`src/sv/spmq_pkg.sv`:
```
package spmq_pkg;

  localparam int DEPTH_DEF = 16;
  localparam int TOKEN_W   = 16;
  localparam int PRI_W     = 3;
  localparam int STATUS_W  = 2;
  localparam int OCC_W     = 5;

  localparam logic OP_ENQ = 1'b0;
  localparam logic OP_DEQ = 1'b1;

  localparam logic [STATUS_W-1:0] ST_ENQUEUED = 2'd0;
  localparam logic [STATUS_W-1:0] ST_FULL     = 2'd1;
  localparam logic [STATUS_W-1:0] ST_SERVED   = 2'd2;
  localparam logic [STATUS_W-1:0] ST_EMPTY    = 2'd3;

  typedef struct packed {
    logic [TOKEN_W-1:0] token;
    logic [PRI_W-1:0]   pri;
  } entry_t;

  // broadcast to every cell; at most one of enq/deq is set
  typedef struct packed {
    logic   enq;
    logic   deq;
    entry_t word;
  } cmd_t;

endpackage

```
`src/sv/spmq_cell.sv`:
```
module spmq_cell
  import spmq_pkg::*;
(
  input  logic   clk,
  input  cmd_t   cmd,
  input  logic   valid,
  input  logic   left_keep,
  input  entry_t left_entry,
  input  entry_t right_entry,
  output entry_t entry,
  output logic   keep
);

  entry_t entry_next;

  // holds its place on insert when it ranks ahead of or ties the new word
  assign keep = valid && (entry.pri <= cmd.word.pri);

  always_comb begin
    entry_next = entry;
    if (cmd.enq) begin
      if (!keep) begin
        entry_next = left_keep ? cmd.word : left_entry;
      end
    end else if (cmd.deq) begin
      entry_next = right_entry;
    end
  end

  always_ff @(posedge clk) begin
    entry <= entry_next;
  end

endmodule

```
`src/sv/stable_min_priority_queue.sv`:
```
// Stable min-first priority queue of (token, priority) pairs.
// Command channel: a word is taken on a rising edge with start high and
// busy low; op selects enqueue (0) or dequeue (1). busy is high only while
// rst is held and the cycle after.
// Result channel: one word per command, shown on status, served_token,
// served_priority and occupancy for exactly one cycle while done is high,
// in the cycle after the command is taken. The receiver cannot stall.
// Throughput 1 command per cycle, no gaps.
// Entries sit sorted by priority, then arrival, in a row of DEPTH cells;
// cell 0 is the head. An enqueue shifts the tail of the row right by one
// and drops the word into the gap; a dequeue takes cell 0 and shifts the
// row left. Each cell sees only its neighbors and the broadcast command, so
// every cell updates in the same cycle regardless of DEPTH.
// Status: 0 enqueued, 1 full and dropped, 2 served, 3 empty; token and
// priority read zero unless served. Reset empties the queue; cell contents
// are not cleared.
module stable_min_priority_queue
  import spmq_pkg::*;
#(
  parameter int DEPTH = DEPTH_DEF
) (
  input  logic                clk,
  input  logic                rst,
  input  logic                start,
  output logic                busy,
  input  logic                op,
  input  logic [TOKEN_W-1:0]  token_in,
  input  logic [PRI_W-1:0]    priority_in,
  output logic                done,
  output logic [STATUS_W-1:0] status,
  output logic [TOKEN_W-1:0]  served_token,
  output logic [PRI_W-1:0]    served_priority,
  output logic [OCC_W-1:0]    occupancy
);

  localparam int CW = $clog2(DEPTH + 1);

  logic [CW-1:0] count;
  logic [CW-1:0] count_next;
  logic          take;
  logic          full;
  logic          empty;
  cmd_t          cmd;
  logic [STATUS_W-1:0] status_next;

  entry_t cells [DEPTH];
  logic   keeps [DEPTH];

  assign take  = start && !busy;
  assign full  = (count == CW'(DEPTH));
  assign empty = (count == '0);

  assign cmd.enq  = take && (op == OP_ENQ) && !full;
  assign cmd.deq  = take && (op == OP_DEQ) && !empty;
  assign cmd.word = '{token: token_in, pri: priority_in};

  always_comb begin
    count_next = count;
    if (cmd.enq) begin
      count_next = count + CW'(1);
    end else if (cmd.deq) begin
      count_next = count - CW'(1);
    end
    if (op == OP_ENQ) begin
      status_next = full ? ST_FULL : ST_ENQUEUED;
    end else begin
      status_next = empty ? ST_EMPTY : ST_SERVED;
    end
  end

  for (genvar i = 0; i < DEPTH; i++) begin : g_cell
    spmq_cell u_cell (
      .clk         (clk),
      .cmd         (cmd),
      .valid       (CW'(i) < count),
      .left_keep   ((i == 0) ? 1'b1 : keeps[(i == 0) ? 0 : i - 1]),
      .left_entry  (cells[(i == 0) ? 0 : i - 1]),
      .right_entry (cells[(i == DEPTH - 1) ? i : i + 1]),
      .entry       (cells[i]),
      .keep        (keeps[i])
    );
  end

  always_ff @(posedge clk) begin
    if (rst) begin
      count <= '0;
      busy  <= 1'b1;
      done  <= 1'b0;
    end else begin
      count <= count_next;
      busy  <= 1'b0;
      done  <= take;
    end
  end

  always_ff @(posedge clk) begin
    if (take) begin
      status          <= status_next;
      served_token    <= cmd.deq ? cells[0].token : '0;
      served_priority <= cmd.deq ? cells[0].pri : '0;
      occupancy       <= OCC_W'(count_next);
    end
  end

  a_count_bound: assert property (@(posedge clk) disable iff (rst)
    count <= CW'(DEPTH))
    else $error("count above depth");

  a_head_sorted: assert property (@(posedge clk) disable iff (rst)
    (count >= CW'(2)) |-> (cells[0].pri <= cells[1].pri))
    else $error("head out of order");

  a_done_follows: assert property (@(posedge clk) disable iff (rst)
    $past(take) |-> done)
    else $error("result word missing");

  a_zero_payload: assert property (@(posedge clk) disable iff (rst)
    (done && (status != ST_SERVED)) |-> (served_token == '0 && served_priority == '0))
    else $error("payload not zero");

  a_enq_occ: assert property (@(posedge clk) disable iff (rst)
    (done && status == ST_ENQUEUED) |-> (count != '0))
    else $error("enqueue left queue empty");

endmodule
```
`config.mk`:
```
export PLATFORM = sky130hd
export DESIGN_NAME = stable_min_priority_queue
export DESIGN_NICKNAME = d
export VERILOG_FILES = /design/src/sv/spmq_pkg.sv /design/src/sv/spmq_cell.sv /design/src/sv/stable_min_priority_queue.sv
export SDC_FILE = /design/constraint.sdc
export NUM_CORES = 1
export LEC_CHECK = 0
export BUFFER_PORTS_ARGS = -buffer_cell sky130_fd_sc_hd__buf_4
export CORE_ASPECT_RATIO = 0.7
export CORE_MARGIN = 3
export CORE_UTILIZATION = 40
export CTS_BUF_LIST = sky130_fd_sc_hd__clkbuf_4
export DETAILED_ROUTE_END_ITERATION = 16
export PLACE_DENSITY = 0.66
export SETUP_SLACK_MARGIN = 0.5
export SLEW_MARGIN = 30
export SYNTH_ARGS = -nofsm -noshare
export SYNTH_HDL_FRONTEND = slang
export SYNTH_SLANG_ARGS = --single-unit
```
`constraint.sdc`:
```
create_clock -name clk -period 4.4 [get_ports clk]
set_input_delay 0.22 -clock clk [delete_from_list [all_inputs] [get_ports clk]]
set_output_delay 0.22 -clock clk [all_outputs]
set_load 0.005 [all_outputs]
```
## Word level (Yosys, flattened, before mapping)

Cells that the tools add are included.

- Word-level logic and storage cells: 199
- Memories: 0
- Bits in writable memories: 0
- Flip-flop bits (word level): 337
- Output and inout port bits: 28
- ROM bits: 0
- Input port bits: 23
- Latch bits: 0

- Eq/ne operators: 16
- Shift operators: 0
- Mux-type cells: 66
- Bitwise logic cells: 2
- Multiply operators: 0
- Magnitude comparators: 32
- Reduce and logical (&&, ||, !) cells: 42
- Add/subtract/negate cells: 2
- Div/mod/pow operators: 0

Operators with widths:

| kind | number |
|---|---|
| $mux 19 | 60 |
| $le 3x3->1 | 16 |
| $lt 4x5->1 const A | 8 |
| $reduce_and 2->1 | 16 |
| $ne 2x2->1 const B | 15 |
| $logic_and 1x1->1 | 21 |
| $lt 3x5->1 const A | 4 |
| $lt 1x5->1 const A | 2 |
| $lt 2x5->1 const A | 2 |
| $mux 5 | 2 |
| $add 5x1->5 const B | 1 |
| $eq 5x5->1 const B | 1 |
| $logic_not 5->1 | 1 |
| $sub 5x1->5 const B | 1 |
| $logic_not 1->1 | 3 |
| $mux 1 | 3 |
| $mux 2 | 1 |
| $not 1->1 | 2 |
| $reduce_bool 2->1 | 1 |

## Logic depth before layout (Yosys ltp)

- Depth in word-level cells: 6
- Depth in mapped cells: 9
- Depth with buffers taken out: 7

## By module

A second synthesis with hierarchy kept.

- Cell total of the unflattened synthesis: 1,671
- Area total of the unflattened synthesis: 18,779.3 µm²

Modules (own cells, without submodules):

| module | area an instance (µm²) | seq. area each (µm²) | instances | cells each |
|---|---|---|---|---|
| spmq_cell | 1,074.8 | 570.5 | 16 | 96 |
| stable_min_priority_queue | 1,582.8 | 920.9 | 1 | 135 |

## Least setup slack after synthesis

No wires, ideal clock.

- Kind: reg2reg
- Start: register count[1]
- End: register g_cell[14].u_cell.entry[0] (netlist name) (enable)
- Setup time: 0.421 ns
- Path slack: 0.761 ns
- Required time: 3.979 ns
- Arrival time: 3.218 ns
- Stages on the path, launching flop included: 9
- Path buffers: 4
- Clock period less this slack: 3.639 ns
- Cells stage by stage: dfxtp_1 > clkbuf_1 > inv_1 > ha_1 > a311o_1 > buf_2 > buf_2 > buf_2 > o21ai_0

- Longest elaborated chain between the ends: 5
- Elaborated cells on any way between the ends: 11
- Classes of those cells: order compare (1); eq/ne (2); reduce/logical (8)

RTL lines:

| element | line | text |
|---|---|---|
| from (decl) | stable_min_priority_queue.sv:38 | `logic [CW-1:0] count;` |
| from (signal assigned) | stable_min_priority_queue.sv:90 | `count <= count_next;` |
| branches (longest 4 deep; another with $lt 4x5->1) | - |  |
| $reduce_and 2->1 (no line) * | - |  |
| to (signal assigned) | spmq_cell.sv:31 | `entry <= entry_next;` |
| to (decl) | spmq_cell.sv:10 | `output entry_t entry,` |

Every way passes the cells marked *.
A chain may end at the register's enable or synchronous reset.

==> impl_metrics.tcl <==
set metrics [dict create \
    maxSlewHeadroom 0.340 \
    synth_edf_count 330 \
    fin_skew_ps 47.7 \
    multiInputGateArea_um2 6540 \
    max-clock-path-buffers 3 \
    ant_nets 0 \
    tightest_slew_ps 990 \
    ys_seq_elements 337 \
    die_height_um 180 \
    initial_core_util 0.407 \
    grt.total_usage 0.196 \
    required_ps 5030 \
    wire_per_inst_um 19.8 \
    dieArea_um2 45900 \
    ys_async_sr_fraction 0 \
    routed_wl_mm 44.8 \
    hp-class "in2reg" \
    dpl.hpwl_mm 30.1 \
    peakVddDrop_v 0.000212 \
    cts_num_sinks 337 \
    portBuffers 50 \
    critPathMaxStageDelay_ps 570 \
    netlist.area_leader.share 0.571 \
    clkTransAtPathRegs_ps 70 \
    whs_ps 81.0 \
    grt-ovfl-total 0 \
    place_congestion 0.826 \
    finalHoldViolCount 0 \
    path_cells "inv_1 -> ha_1 -> a311oi_4 -> buf_12 -> nand2_1 -> nor3_1 -> a221o_1" \
    setup_tns_ps 0 \
    yosys_warnings 0 \
    clk_latency_ps 790 \
    final.fill_count 3988 \
    ys.flop_type "edfxtp_1" \
    p_leak_uw 0.00689 \
    core_area_um2 42600 \
    fp-row-count 63 \
    min_path_cells 2 \
    rsz0062_at_grt "false" \
    maxCapViolations 0 \
    crit_buf_inv 2 \
    fin_nets 1732 \
    final_cell_mix "330 x edfxtp_1, 262 x nand2_1, 208 x nand3_1, 182 x o211ai_1, 119 x clkbuf_4" \
    cts_tree "built" \
    power.density_nw_per_um2 373 \
    synthDistinctLibCells 40 \
    worstPathArrival_ps 3720 \
    synthesis.area_per_instance_um2 10.8 \
    setup_viol 0 \
    drc 0 \
    synth.area.top_cells "edfxtp_1 57%, o211ai_1 7.9%, nand3_1 6.0%" \
    layout_commonest_cell "edfxtp_1" \
    cts_made_buffers 81 \
    r2r_slack_ps 1310 \
    grt_pass1_vias 13800 \
    seqCellArea_um2 10000 \
    crit_type "reg2reg" \
    ys_seq_area_frac 0.580 \
    period_needed_ps 3090 \
    synth_area_um2 17300 \
    status "completed" \
    cp-start-kind "flop" \
    cp_max_fo 80 \
    fmax_mhz 324 \
    synth_cells 1613 \
    antenna_found_initial 1 \
    area_growth_pct 11.8 \
    post_cts_resized 0 \
    die_x_um 255 \
    root_buffer "clkbuf_4" \
    syn_nets 1688 \
    r2r-start "count[1]" \
    firstDrtPassIters 5 \
    grt_max_degree 81 \
    worstHoldStart "priority_in[0]" \
    r2r_end "g_cell[8].u_cell.entry[12]" \
    rr_worst_depth 7 \
    htree_num_levels 3 \
    drive_gt1_frac 0.154 \
    fin_crit_sh 0.702 \
    crit_family "simple AND/OR/NAND/NOR gates" \
    critPathSlowestCell "dfxtp_1" \
    synth_area_leader_cell "edfxtp_1" \
    viasPerCell 6.01 \
    drt_iter0_drc 1478 \
    p_total_uw 7230 \
    vias 13600 \
    cp-end-kind "flop" \
    utilization 0.456 \
    min_to "g_cell[15].u_cell.entry[0]" \
    drv_slew 0 \
    io_pins 51 \
    grt_pass1_wl_mm 73.0 \
]
[through the flow]
stage          setup slack [ps]  area (um2)  cells
3_5_place_dp               1370       18200   2105
4_1_cts                    1370       19400   2265
5_1_grt                    1140       19400   2266
6_report                   1310       19400   2266
3_3_place_gp               1360       18200   2105
2_1_floorplan               761       17300   1613
[cell type report]
class / instances / share of cell area
tap: 552 / 0.0356
clock inverter: 20 / 0.00452
multi-input combinational: 1085 / 0.337
sequential: 337 / 0.518
antenna: 1 / 0.000129
inverter: 35 / 0.00678
timing repair buffer: 117 / 0.0512
clock buffer: 119 / 0.0461
[repair_timing]
action                    4_1_cts  5_1_grt
hold endpoints to repair       64        0
hold buffers                   21        0
buffers inserted                0        0
[logic make-up after synthesis]
family / after synthesis / synth area share
DFF: 337 / 0.580
muxes: 19 / 0.0123
adders and majority gates: 52 / 0.0375
buffers and inverters: 191 / 0.0471
AOI/OAI and AO/OA: 412 / 0.167
and+or+nand+nor: 598 / 0.154
xor gates and xnor gates: 4 / 0.00202
[layer usage]
metal  track usage  up-vias  routed length, um
met1         0.289     6734              20400
met3        0.0414       75               3450
met4        0.0549        0                722
met5             0        -                  0
li1              -     6269                  -
met2         0.290      550              20300
[how the worst max path moves through the flow]
stage	startpoint	endpoint	slack [ps]	depth (start not counted)
after floorplan	count[1]	g_cell[14].u_cell.entry[0]	760	8
after global placement	count[4]	g_cell[12].u_cell.entry[16]	1360	5
after detailed placement	count[1]	g_cell[9].u_cell.entry[12]	1370	5
after CTS	count[1]	g_cell[9].u_cell.entry[3]	1370	5
after global routing	count[1]	g_cell[8].u_cell.entry[12]	1140	7
final	count[1]	g_cell[8].u_cell.entry[12]	1310	7
[worst register-to-register path: stages, from the launching register on]
cell and delay (ps):
dfxtp_1 570, inv_1 170, ha_1 300, a311oi_4 570, buf_12 390, nand2_1 490
nor3_1 330, a221o_1 160
[power by group]
group,switching [uW],total (uW),internal [uW]
Sequential,90.4,3830,3740
Combinational,567,850,283
Clock,1310,2550,1240
[state kept, by name (all words and copies together), names as in the netlist]
register / flops
count: 5
status: 2
served_priority: 3
g_cell.u_cell.entry: 304
done: 1
busy: 1
occupancy: 5
served_token: 16
[cells in the mapped netlist (3+ instances only)]
master / instances
edfxtp_1: 330
nand2_1: 264
nand3_1: 208
o211ai_1: 182
clkbuf_1: 75
buf_2: 71
o21ai_0: 62
ha_1: 52
nor2_1: 45
a21oi_1: 44
a31oi_1: 40
nor3_1: 39
a221o_1: 38
inv_1: 35
and2_1: 19
mux2_2: 19
nor2b_1: 14
a211oi_1: 10
o221ai_1: 10
buf_1: 8
o21a_1: 8
dfxtp_1: 7
o22ai_1: 5
a32oi_1: 3
nand2b_1: 3
o21ai_1: 3
xor2_1: 3
(Power assumes the default switching activity.)
